$ cat config.mk
export PLATFORM = sky130hd
export DESIGN_NAME = channel_packet_decoder
export DESIGN_NICKNAME = d
export VERILOG_FILES = /design/src/design/cpd_pkg.sv /design/src/design/cpd_ram.sv /design/src/design/cpd_ctrl.sv /design/src/design/cpd_out.sv /design/src/design/channel_packet_decoder.sv
export SDC_FILE = /design/constraint.sdc
export NUM_CORES = 1
export LEC_CHECK = 0
export BUFFER_PORTS_ARGS = -buffer_cell sky130_fd_sc_hd__buf_2
export CAP_MARGIN = 20
export CORE_UTILIZATION = 30
export DETAILED_ROUTE_END_ITERATION = 12
export PLACE_DENSITY_LB_ADDON = 0.25
export SLEW_MARGIN = 5
export SYNTH_ARGS = -nofsm -noshare
export SYNTH_HDL_FRONTEND = slang
export SYNTH_SLANG_ARGS = --single-unit
export TNS_END_PERCENT = 1
$ cat constraint.sdc
create_clock -name clk -period 8.02 [get_ports clk]
set_clock_uncertainty 0.05 [all_clocks]
set_input_delay 1.604 -clock clk [delete_from_list [all_inputs] [get_ports clk]]
set_output_delay 1.604 -clock clk [all_outputs]
set_load 0.01 [all_outputs]
$ cat src/design/cpd_pkg.sv
`timescale 1ns / 1ps

package cpd_pkg;

  // Build limits.
  localparam int MAX_CHANNELS     = 16;
  localparam int MAX_PACKET_BYTES = 64;
  localparam int CFG_DATA_W       = 32;
  localparam logic [7:0] BODY_LIMIT_RESET = 8'd34;

  // Configuration register indexes.
  typedef logic [1:0] cfg_addr_t;
  localparam cfg_addr_t CFG_CHANNEL_TYPES = 2'd0;
  localparam cfg_addr_t CFG_CHANNEL_COUNT = 2'd1;
  localparam cfg_addr_t CFG_BODY_LIMIT    = 2'd2;

  // Per-channel encoding.
  typedef enum logic [1:0] {
    TYPE_BOOL   = 2'd0,
    TYPE_BYTE   = 2'd1,
    TYPE_WORD   = 2'd2,
    TYPE_BINARY = 2'd3
  } chan_type_t;

  // Closing status codes.
  typedef enum logic [2:0] {
    ST_OK         = 3'd0,
    ST_EMPTY      = 3'd1,
    ST_INVALID    = 3'd2,
    ST_TRUNC      = 3'd3,
    ST_OVER       = 3'd4,
    ST_TRUNC_OVER = 3'd5
  } status_t;

  // Load command from the sequencer to the output register.
  typedef struct packed {
    logic        load;
    logic [4:0]  chan;
    logic [15:0] val;
    logic        has_value;
    logic [2:0]  status;
    logic        last;
  } out_cmd_t;

  // Lowest flagged channel at or above from and below lim; lim if none.
  // Channel i is flagged by bit 15-i of the flag word.
  function automatic logic [4:0] find_flagged(logic [15:0] flag, logic [4:0] from,
                                              logic [4:0] lim);
    logic [4:0] res;
    res = lim;
    for (int i = 15; i >= 0; i--) begin
      if (flag[15 - i] && (5'(i) >= from) && (5'(i) < lim)) begin
        res = 5'(i);
      end
    end
    return res;
  endfunction

  // Two-bit type field of channel idx.
  function automatic chan_type_t chan_type(logic [31:0] types, logic [3:0] idx);
    logic [31:0] sh;
    sh = types >> {idx, 1'b0};
    return chan_type_t'(sh[1:0]);
  endfunction

endpackage

$ cat src/design/cpd_ram.sv
`timescale 1ns / 1ps

module cpd_ram #(
  parameter int WIDTH = 16,
  parameter int DEPTH = 16
) (
  input  logic                     clk,
  input  logic                     we,
  input  logic [$clog2(DEPTH)-1:0] waddr,
  input  logic [WIDTH-1:0]         wdata,
  input  logic                     re,
  input  logic [$clog2(DEPTH)-1:0] raddr,
  output logic [WIDTH-1:0]         rdata
);

  logic [WIDTH-1:0] mem [DEPTH];

  // One write port, one registered read port; read data holds between reads.
  always_ff @(posedge clk) begin
    if (we) begin
      mem[waddr] <= wdata;
    end
    if (re) begin
      rdata <= mem[raddr];
    end
  end

endmodule

$ cat src/design/cpd_ctrl.sv
`timescale 1ns / 1ps

module cpd_ctrl import cpd_pkg::*; (
  input  logic        clk,
  input  logic        rst,
  input  logic        in_valid,
  output logic        in_ready,
  input  logic [7:0]  byte_value,
  input  logic        last_byte,
  input  logic [31:0] channel_types,
  input  logic [4:0]  chan_limit,
  input  logic [7:0]  body_limit,
  output logic        ram_we,
  output logic [3:0]  ram_waddr,
  output logic [15:0] ram_wdata,
  output logic        ram_re,
  output logic [3:0]  ram_raddr,
  input  logic [15:0] ram_rdata,
  input  logic        out_free,
  output out_cmd_t    out_cmd
);

  typedef enum logic [5:0] {
    S_IDLE     = 6'b000001,
    S_PROC     = 6'b000010,
    S_BOOL     = 6'b000100,
    S_EMIT_RD  = 6'b001000,
    S_EMIT_CAP = 6'b010000,
    S_STATUS   = 6'b100000
  } state_t;

  localparam logic [1:0] BIDX_FLAG_HI = 2'd0;
  localparam logic [1:0] BIDX_FLAG_LO = 2'd1;
  localparam logic [1:0] BIDX_DATA    = 2'd2;
  localparam logic [2:0] BOOL_LAST   = 3'd7;

  state_t      state, state_next;
  logic [15:0] channel_flag, channel_flag_next;
  logic [1:0]  byte_index, byte_index_next;
  logic [4:0]  next_channel, next_channel_next;
  logic [2:0]  bool_pos, bool_pos_next;
  logic [7:0]  held_high_byte, held_high_byte_next;
  logic [5:0]  decoded_bytes, decoded_bytes_next;
  logic        error_flag, error_flag_next;
  logic        word_pending, word_pending_next;
  logic [15:0] decoded_mask, decoded_mask_next;
  logic [4:0]  emit_idx, emit_idx_next;
  logic [7:0]  byte_reg, byte_reg_next;
  logic        last_reg, last_reg_next;

  logic [4:0]  search_from;
  logic [4:0]  found;
  chan_type_t  found_type;
  logic        trunc, over;
  logic [8:0]  byte_limit;
  status_t     pkt_status;

  // One shared channel search; the boolean walk looks past the current channel.
  assign search_from = (state == S_BOOL) ? (next_channel + 5'd1) : next_channel;
  assign found       = find_flagged(channel_flag, search_from, chan_limit);
  assign found_type  = chan_type(channel_types, found[3:0]);

  // Closing status of the packet.
  assign byte_limit = (body_limit < 8'(MAX_PACKET_BYTES)) ? {1'b0, body_limit}
                                                          : 9'(MAX_PACKET_BYTES);
  assign trunc = word_pending || (found < chan_limit);
  assign over  = ({3'b000, decoded_bytes} + 9'd2) > byte_limit;

  always_comb begin
    if (channel_flag == 16'h0000) begin
      pkt_status = ST_EMPTY;
    end else if (error_flag) begin
      pkt_status = ST_INVALID;
    end else begin
      case ({trunc, over})
        2'b11:   pkt_status = ST_TRUNC_OVER;
        2'b10:   pkt_status = ST_TRUNC;
        2'b01:   pkt_status = ST_OVER;
        default: pkt_status = ST_OK;
      endcase
    end
  end

  // No byte is taken while reset is held.
  assign in_ready = (state == S_IDLE) && !rst;

  // Sequencer: header capture, per-byte decode, boolean walk, result scan, status item.
  always_comb begin
    state_next          = state;
    channel_flag_next   = channel_flag;
    byte_index_next     = byte_index;
    next_channel_next   = next_channel;
    bool_pos_next       = bool_pos;
    held_high_byte_next = held_high_byte;
    decoded_bytes_next  = decoded_bytes;
    error_flag_next     = error_flag;
    word_pending_next   = word_pending;
    decoded_mask_next   = decoded_mask;
    emit_idx_next       = emit_idx;
    byte_reg_next       = byte_reg;
    last_reg_next       = last_reg;
    ram_we              = 1'b0;
    ram_waddr           = next_channel[3:0];
    ram_wdata           = 16'h0000;
    ram_re              = 1'b0;
    ram_raddr           = emit_idx[3:0];
    out_cmd             = '0;

    case (state)
      S_IDLE: begin
        if (in_valid) begin
          byte_reg_next = byte_value;
          last_reg_next = last_byte;
          case (byte_index)
            BIDX_FLAG_HI: channel_flag_next = {byte_value, 8'h00};
            BIDX_FLAG_LO: channel_flag_next[7:0] = byte_value;
            default: ;
          endcase
          if (byte_index != BIDX_DATA) begin
            byte_index_next = byte_index + 2'd1;
          end
          emit_idx_next = 5'd0;
          if (byte_index == BIDX_DATA) begin
            state_next = S_PROC;
          end else if (last_byte) begin
            state_next = S_EMIT_RD;
          end
        end
      end

      S_PROC: begin
        state_next = last_reg ? S_EMIT_RD : S_IDLE;
        if (error_flag) begin
          // Bytes after an invalid type are dropped.
        end else if (word_pending) begin
          ram_we             = 1'b1;
          ram_waddr          = next_channel[3:0];
          ram_wdata          = {held_high_byte, byte_reg};
          decoded_mask_next  = decoded_mask | (16'h0001 << next_channel[3:0]);
          decoded_bytes_next = decoded_bytes + 6'd2;
          word_pending_next  = 1'b0;
          next_channel_next  = next_channel + 5'd1;
        end else begin
          next_channel_next = found;
          if (found < chan_limit) begin
            case (found_type)
              TYPE_BINARY: error_flag_next = 1'b1;
              TYPE_BYTE: begin
                ram_we             = 1'b1;
                ram_waddr          = found[3:0];
                ram_wdata          = {{8{byte_reg[7]}}, byte_reg};
                decoded_mask_next  = decoded_mask | (16'h0001 << found[3:0]);
                decoded_bytes_next = decoded_bytes + 6'd1;
                next_channel_next  = found + 5'd1;
              end
              TYPE_WORD: begin
                held_high_byte_next = byte_reg;
                word_pending_next   = 1'b1;
              end
              TYPE_BOOL: begin
                decoded_bytes_next = decoded_bytes + 6'd1;
                bool_pos_next      = 3'd0;
                state_next         = S_BOOL;
              end
              default: ;
            endcase
          end
        end
      end

      S_BOOL: begin
        // One boolean bit per cycle, MSB first, into the current channel.
        ram_we            = 1'b1;
        ram_waddr         = next_channel[3:0];
        ram_wdata         = {15'h0000, byte_reg[BOOL_LAST - bool_pos]};
        decoded_mask_next = decoded_mask | (16'h0001 << next_channel[3:0]);
        next_channel_next = next_channel + 5'd1;
        if (bool_pos == BOOL_LAST || found >= chan_limit || found_type != TYPE_BOOL) begin
          bool_pos_next = 3'd0;
          state_next    = last_reg ? S_EMIT_RD : S_IDLE;
        end else begin
          bool_pos_next     = bool_pos + 3'd1;
          next_channel_next = found;
        end
      end

      S_EMIT_RD: begin
        // With a nonzero flag and no invalid type, read each decoded channel's stored value in order.
        if (channel_flag != 16'h0000 && !error_flag && !emit_idx[4]) begin
          if (decoded_mask[emit_idx[3:0]]) begin
            ram_re     = 1'b1;
            state_next = S_EMIT_CAP;
          end else begin
            emit_idx_next = emit_idx + 5'd1;
          end
        end else begin
          state_next = S_STATUS;
        end
      end

      S_EMIT_CAP: begin
        if (out_free) begin
          out_cmd.load      = 1'b1;
          out_cmd.chan      = emit_idx + 5'd1;
          out_cmd.val       = ram_rdata;
          out_cmd.has_value = 1'b1;
          emit_idx_next     = emit_idx + 5'd1;
          state_next        = S_EMIT_RD;
        end
      end

      S_STATUS: begin
        if (out_free) begin
          out_cmd.load        = 1'b1;
          out_cmd.status      = pkt_status;
          out_cmd.last        = 1'b1;
          channel_flag_next   = 16'h0000;
          byte_index_next     = BIDX_FLAG_HI;
          next_channel_next   = 5'd0;
          bool_pos_next       = 3'd0;
          held_high_byte_next = 8'h00;
          decoded_bytes_next  = 6'd0;
          error_flag_next     = 1'b0;
          word_pending_next   = 1'b0;
          decoded_mask_next   = 16'h0000;
          state_next          = S_IDLE;
        end
      end

      default: state_next = S_IDLE;
    endcase
  end

  // Control state.
  always_ff @(posedge clk) begin
    if (rst) begin
      state          <= S_IDLE;
      channel_flag   <= 16'h0000;
      byte_index     <= BIDX_FLAG_HI;
      next_channel   <= 5'd0;
      bool_pos       <= 3'd0;
      held_high_byte <= 8'h00;
      decoded_bytes  <= 6'd0;
      error_flag     <= 1'b0;
      word_pending   <= 1'b0;
      decoded_mask   <= 16'h0000;
      emit_idx       <= 5'd0;
    end else begin
      state          <= state_next;
      channel_flag   <= channel_flag_next;
      byte_index     <= byte_index_next;
      next_channel   <= next_channel_next;
      bool_pos       <= bool_pos_next;
      held_high_byte <= held_high_byte_next;
      decoded_bytes  <= decoded_bytes_next;
      error_flag     <= error_flag_next;
      word_pending   <= word_pending_next;
      decoded_mask   <= decoded_mask_next;
      emit_idx       <= emit_idx_next;
    end
  end

  // Captured input byte.
  always_ff @(posedge clk) begin
    byte_reg <= byte_reg_next;
    last_reg <= last_reg_next;
  end

endmodule

$ cat src/design/cpd_out.sv
`timescale 1ns / 1ps

module cpd_out import cpd_pkg::*; (
  input  logic               clk,
  input  logic               rst,
  input  out_cmd_t           out_cmd,
  output logic               out_free,
  output logic               out_valid,
  input  logic               out_ready,
  output logic [4:0]         channel_number,
  output logic signed [15:0] value,
  output logic               has_value,
  output logic [2:0]         status,
  output logic               last_result
);

  // The register may be reloaded in the cycle its transaction completes.
  assign out_free = !out_valid || out_ready;

  always_ff @(posedge clk) begin
    if (rst) begin
      out_valid <= 1'b0;
    end else if (out_cmd.load) begin
      out_valid <= 1'b1;
    end else if (out_ready) begin
      out_valid <= 1'b0;
    end
  end

  always_ff @(posedge clk) begin
    if (out_cmd.load) begin
      channel_number <= out_cmd.chan;
      value          <= out_cmd.val;
      has_value      <= out_cmd.has_value;
      status         <= out_cmd.status;
      last_result    <= out_cmd.last;
    end
  end

endmodule

$ cat src/design/channel_packet_decoder.sv
// A flag byte is taken in the idle state; a data byte holds the input while it is decoded,
// a byte of up to 8 packed booleans while they are walked, one store write per boolean.
// With a nonzero flag and no invalid type the result scan then walks all 16 entries,
// reading the stored value of each decoded channel, then closes the scan and issues the status.
// Otherwise the scan is skipped and the status follows the last processed byte.
// Reset (rst, synchronous): clears packet state and configuration, not the value store.
`timescale 1ns / 1ps

module channel_packet_decoder import cpd_pkg::*; (
  input  logic                  clk,
  input  logic                  rst,
  input  logic                  cfg_wr_en,
  input  cfg_addr_t             cfg_index,
  input  logic [CFG_DATA_W-1:0] cfg_data,
  input  logic                  in_valid,
  output logic                  in_ready,
  input  logic [7:0]            byte_value,
  input  logic                  last_byte,
  output logic                  out_valid,
  input  logic                  out_ready,
  output logic [4:0]            channel_number,
  output logic signed [15:0]    value,
  output logic                  has_value,
  output logic [2:0]            status,
  output logic                  last_result
);

  logic [31:0] channel_types;
  logic [4:0]  channel_count;
  logic [7:0]  body_limit;
  logic [4:0]  chan_limit;

  logic        ram_we;
  logic [3:0]  ram_waddr;
  logic [15:0] ram_wdata;
  logic        ram_re;
  logic [3:0]  ram_raddr;
  logic [15:0] ram_rdata;
  logic        out_free;
  out_cmd_t    out_cmd;

  // Configuration registers.
  always_ff @(posedge clk) begin
    if (rst) begin
      channel_types <= 32'h0000_0000;
      channel_count <= 5'd0;
      body_limit    <= BODY_LIMIT_RESET;
    end else if (cfg_wr_en) begin
      case (cfg_index)
        CFG_CHANNEL_TYPES: channel_types <= cfg_data[31:0];
        CFG_CHANNEL_COUNT: channel_count <= cfg_data[4:0];
        CFG_BODY_LIMIT:    body_limit    <= cfg_data[7:0];
        default: ;
      endcase
    end
  end

  // A count above the channel capacity saturates.
  assign chan_limit = (channel_count > 5'(MAX_CHANNELS)) ? 5'(MAX_CHANNELS) : channel_count;

  cpd_ram #(
    .WIDTH (16),
    .DEPTH (MAX_CHANNELS)
  ) u_value_store (
    .clk   (clk),
    .we    (ram_we),
    .waddr (ram_waddr),
    .wdata (ram_wdata),
    .re    (ram_re),
    .raddr (ram_raddr),
    .rdata (ram_rdata)
  );

  cpd_ctrl u_ctrl (
    .clk           (clk),
    .rst           (rst),
    .in_valid      (in_valid),
    .in_ready      (in_ready),
    .byte_value    (byte_value),
    .last_byte     (last_byte),
    .channel_types (channel_types),
    .chan_limit    (chan_limit),
    .body_limit    (body_limit),
    .ram_we        (ram_we),
    .ram_waddr     (ram_waddr),
    .ram_wdata     (ram_wdata),
    .ram_re        (ram_re),
    .ram_raddr     (ram_raddr),
    .ram_rdata     (ram_rdata),
    .out_free      (out_free),
    .out_cmd       (out_cmd)
  );

  cpd_out u_out (
    .clk            (clk),
    .rst            (rst),
    .out_cmd        (out_cmd),
    .out_free       (out_free),
    .out_valid      (out_valid),
    .out_ready      (out_ready),
    .channel_number (channel_number),
    .value          (value),
    .has_value      (has_value),
    .status         (status),
    .last_result    (last_result)
  );

endmodule

==> results.py <==
metrics = {
    "drt": {
        "dr_wl_met2_um": 26100,
        "vias_per_cell": 5.36,
        "met3_length_um": 3430,
        "routedLengthMet1_um": 24400,
        "via_count": 13600,
        "post-route-drc-count": 0,
        "routed_wirelength_um": 55700,
        "dr.pass1.iters": 5,
        "detail-route-antenna-nets": 0,
        "avgRoutedWirePerCell_um": 22.0,
        "maxUsedRoutingLayer": "met4",
        "drt-initial-drc-count": 977,
    },
    "clock_network": {
        "ctsHoldBuffers": 0,
        "cts_num_sinks": 422,
        "clk_root_buffer_cell": "sky130_fd_sc_hd__clkbuf_16",
        "cts.repair.resized": 0,
        "insertion_delay_ps": 600,
        "cts_max_path_buffers": 3,
        "tritoncts_clock_tree": "built",
        "cts.repair_timing.setup_buffer_count": 0,
        "cts.reportedPaths.clkPinSlew_ps": 60,
        "cts_max_level": 2,
        "tritoncts.num_buffers": 46,
    },
    "final_layout": {
        "fin_nets": 1717,
        "largest_register_ffs": 256,
        "syn_to_final_growth_pct": 14.8,
        "stdcell_count": 2532,
        "final_util_pct": 34.9,
        "final_layout_size_suffix_gt1_share_pct": 18.7,
        "largest_registers": "u_value_store.mem x256, channel_types x32",
        "regMostFlops": "u_value_store.mem",
        "register_area_um2": 11500,
        "n_fill_cell": 6347,
        "multi_input_area_um2": 7640,
    },
    "hold_path": {
        "timing.hold.worst.class": "flip-flop to flip-flop",
    },
    "logic_synthesis": {
        "yosysSeqAreaShare_pct": 58.7,
        "synth.yosys.warnings": 0,
        "postSynthRegisterBits": 422,
        "netlist_instances": 1579,
        "synth_cell_types": 85,
        "edff_count_synth": 307,
        "synth_flop_cell": "sky130_fd_sc_hd__edfxtp_1",
        "asyncSetResetFlopFracSynth_pct": 0,
        "synthesis.area_um2": 19600,
        "syn-mean-instance-area_um2": 12.4,
        "synth_nets": 1658,
    },
    "setup_path": {
        "timing.critical_path.fanout_max": 19,
        "kind_of_end_point_of_the_critical_path": "flip-flop",
        "worstPathArrival_ps": 7470,
        "critPathKind": "flip-flop to flip-flop",
        "worstPathRequired_ps": 8230,
        "r2r_slack_ps": 770,
        "crit_path_start_kind": "flip-flop",
    },
    "flow_run": {
        "max-cap-violations": 0,
    },
    "die": {
        "floorplan.initialDensity_pct": 30.4,
        "placementRows": 93,
        "floorplan.die_area_um2": 66400,
        "die_x_um": 258,
        "design.core.area_um2": 64600,
        "num_io_pins": 76,
        "height_of_the_die_um": 258,
    },
    "global_route": {
        "via_count_of_the_first_global_routing_pass": 13400,
        "global_route_wire_length_before_repair_um": 84500,
        "grt_overall_usage_pct": 16.7,
        "grt.overflow.total": 0,
        "maximum_number_of_pins_on_one_net_before_global_route_repair": 77,
        "initial_antenna_violation_count": 2,
    },
    "timing": {
        "hold_violations": 0,
        "finalWorstSetupSlack_ps": 767,
        "highest_clock_rate_mhz": 138,
        "fin_crit_sh_pct": 90.4,
        "final_max_slew_viol_count": 0,
        "final-setup-viol-count": 0,
        "period_minus_slack_ps": 7250,
        "max_slew_margin_pct": 28.4,
        "max_slew.worst_pin.slew_ps": 1070,
        "unrepaired_setup_endpoints_after_global_routing": "false",
        "setup_total_negative_slack_ps": 0,
    },
    "pwr": {
        "worst_ir_drop_vdd_mv": 0.139,
        "pwr_density_cell_nw_per_um2": 226,
        "p_leak_nw": 7.58,
    },
    "outcome": {
        "status": "complete, no violations",
    },
    "place": {
        "place.port_buffers": 75,
        "finalWeightedCongestion": 0.878,
        "dp_worst_setup_slack_ps": 1100,
        "numPlacedInstances": 2444,
        "dp.final_hpwl_um": 37900,
    },
}
## per-layer routing
layer / vias to the layer above / GRT usage [%]
met5: - / 0
met4: 0 / 6.21
met3: 95 / 3.05
met2: 441 / 26.8
met1: 6805 / 22.4
li1: 6231 / -
## through the flow
step | power [mW] | instance area (µm²) | hold slack [ps]
6_report | 5.08 | 22500 | 404
5_1_grt | 5.27 | 22500 | 428
4_1_cts | 5.13 | 22500 | 408
3_5_place_dp | 3.03 | 21000 | 399
3_3_place_gp | 3.03 | 21000 | 395
2_1_floorplan | 2.84 | 19600 | 382
## cells by family after synthesis
group           share of synthesized area (%)
buf+inv                                  2.60
flops                                    58.7
xor+xnor                                0.447
compound gates                           12.2
simple gates                             12.7
fa+ha+maj                                1.98
mux                                      11.3
## worst max-delay path, cell delays in order, from the launching register on
cell and delay [ps]:
sky130_fd_sc_hd__dfxtp_1 680, sky130_fd_sc_hd__inv_1 270, sky130_fd_sc_hd__ha_1 600, sky130_fd_sc_hd__nand2b_1 140, sky130_fd_sc_hd__nor3_1 420, sky130_fd_sc_hd__o21ai_0 240, sky130_fd_sc_hd__o2bb2ai_1 200, sky130_fd_sc_hd__a211oi_1 370
sky130_fd_sc_hd__a311o_1 470, sky130_fd_sc_hd__inv_2 220, sky130_fd_sc_hd__ha_1 340, sky130_fd_sc_hd__a21o_1 180, sky130_fd_sc_hd__a221o_1 380, sky130_fd_sc_hd__nor3_1 470, sky130_fd_sc_hd__nand4b_1 640, sky130_fd_sc_hd__buf_4 410
sky130_fd_sc_hd__or3_1 380, sky130_fd_sc_hd__a22oi_2 120, sky130_fd_sc_hd__buf_4 330
## cells in the final DEF (no fill, tap or decap), types with 11 or more instances in the layout
| cell | count |
|---|---|
| sky130_fd_sc_hd__nand4_1 | 20 |
| sky130_fd_sc_hd__a211o_1 | 11 |
| sky130_fd_sc_hd__ha_1 | 31 |
| sky130_fd_sc_hd__buf_2 | 74 |
| sky130_fd_sc_hd__a21oi_1 | 133 |
| sky130_fd_sc_hd__nand3_1 | 62 |
| sky130_fd_sc_hd__mux2i_1 | 23 |
| sky130_fd_sc_hd__nor3_1 | 21 |
| sky130_fd_sc_hd__dfxtp_1 | 112 |
| sky130_fd_sc_hd__and3_1 | 17 |
| sky130_fd_sc_hd__buf_4 | 44 |
| sky130_fd_sc_hd__a211oi_1 | 20 |
| sky130_fd_sc_hd__edfxtp_1 | 307 |
| sky130_fd_sc_hd__clkbuf_1 | 12 |
| sky130_fd_sc_hd__or3_1 | 12 |
| sky130_fd_sc_hd__a221o_1 | 11 |
| sky130_fd_sc_hd__a31oi_1 | 23 |
| sky130_fd_sc_hd__and2_1 | 34 |
| sky130_fd_sc_hd__nor2_1 | 94 |
| sky130_fd_sc_hd__nand2_1 | 180 |
| sky130_fd_sc_hd__mux4_2 | 87 |
| sky130_fd_sc_hd__o21ai_0 | 52 |
| sky130_fd_sc_hd__inv_1 | 22 |
| sky130_fd_sc_hd__clkbuf_16 | 47 |
## worst paths after layout
path                     startpoint                       end  cells past startpoint
min               channel_types[14]         channel_types[14]                      2
max reg2reg  u_ctrl.next_channel[0]  u_value_store.mem[2][14]                     18
max          u_ctrl.next_channel[0]  u_value_store.mem[2][14]                     18
min reg2reg       channel_types[14]         channel_types[14]                      2
## layout make-up
type | instances | share of cell area [%]
diodes | 1 | 0.0111
clock buffers | 64 | 5.69
clock inverters | 22 | 0.906
inverters | 24 | 0.400
multi-input cells | 1026 | 33.9
flip-flops and latches | 422 | 51.2
well taps | 855 | 4.75
repair buffers | 118 | 3.11
## Yosys cell counts, types with 5 or more instances
| master | n | share of area, % |
|---|---|---|
| sky130_fd_sc_hd__a211o_1 | 11 | 0.49 |
| sky130_fd_sc_hd__a211oi_1 | 21 | 0.80 |
| sky130_fd_sc_hd__a21o_1 | 8 | 0.31 |
| sky130_fd_sc_hd__a21oi_1 | 135 | 3.4 |
| sky130_fd_sc_hd__a221o_1 | 11 | 0.56 |
| sky130_fd_sc_hd__a22oi_1 | 12 | 0.46 |
| sky130_fd_sc_hd__a311oi_1 | 6 | 0.27 |
| sky130_fd_sc_hd__a31o_2 | 7 | 0.31 |
| sky130_fd_sc_hd__a31oi_1 | 23 | 0.73 |
| sky130_fd_sc_hd__and2_1 | 34 | 1.1 |
| sky130_fd_sc_hd__and3_1 | 17 | 0.54 |
| sky130_fd_sc_hd__buf_1 | 12 | 0.23 |
| sky130_fd_sc_hd__buf_2 | 15 | 0.38 |
| sky130_fd_sc_hd__clkbuf_1 | 80 | 1.5 |
| sky130_fd_sc_hd__dfxtp_1 | 115 | 12 |
| sky130_fd_sc_hd__edfxtp_1 | 307 | 47 |
| sky130_fd_sc_hd__ha_1 | 31 | 2.0 |
| sky130_fd_sc_hd__inv_1 | 22 | 0.42 |
| sky130_fd_sc_hd__mux2i_1 | 23 | 1.2 |
| sky130_fd_sc_hd__mux4_2 | 87 | 10 |
| sky130_fd_sc_hd__nand2_1 | 180 | 3.4 |
| sky130_fd_sc_hd__nand2b_1 | 8 | 0.26 |
| sky130_fd_sc_hd__nand3_1 | 62 | 1.6 |
| sky130_fd_sc_hd__nand3b_1 | 5 | 0.19 |
| sky130_fd_sc_hd__nand4_1 | 20 | 0.64 |
| sky130_fd_sc_hd__nand4b_1 | 5 | 0.22 |
| sky130_fd_sc_hd__nor2_1 | 95 | 1.8 |
| sky130_fd_sc_hd__nor2b_1 | 9 | 0.29 |
| sky130_fd_sc_hd__nor3_1 | 21 | 0.54 |
| sky130_fd_sc_hd__nor3b_1 | 6 | 0.23 |
| sky130_fd_sc_hd__nor4_1 | 9 | 0.29 |
| sky130_fd_sc_hd__o211ai_1 | 5 | 0.19 |
| sky130_fd_sc_hd__o21a_1 | 6 | 0.23 |
| sky130_fd_sc_hd__o21ai_0 | 52 | 1.3 |
| sky130_fd_sc_hd__o22a_1 | 7 | 0.31 |
| sky130_fd_sc_hd__o31ai_1 | 9 | 0.34 |
| sky130_fd_sc_hd__or2_2 | 6 | 0.19 |
| sky130_fd_sc_hd__or3_1 | 12 | 0.38 |
| sky130_fd_sc_hd__xnor2_1 | 6 | 0.27 |
## where the power goes
| part | switching [mW] | total [mW] | internal, mW |
|---|---|---|---|
| registers | 0.0613 | 2.42 | 2.36 |
| logic | 0.386 | 0.582 | 0.196 |
| clock network | 0.913 | 2.08 | 1.17 |
| total | 1.36 | 5.08 | 3.72 |
No activity file was read; power rests on OpenSTA's default activity.
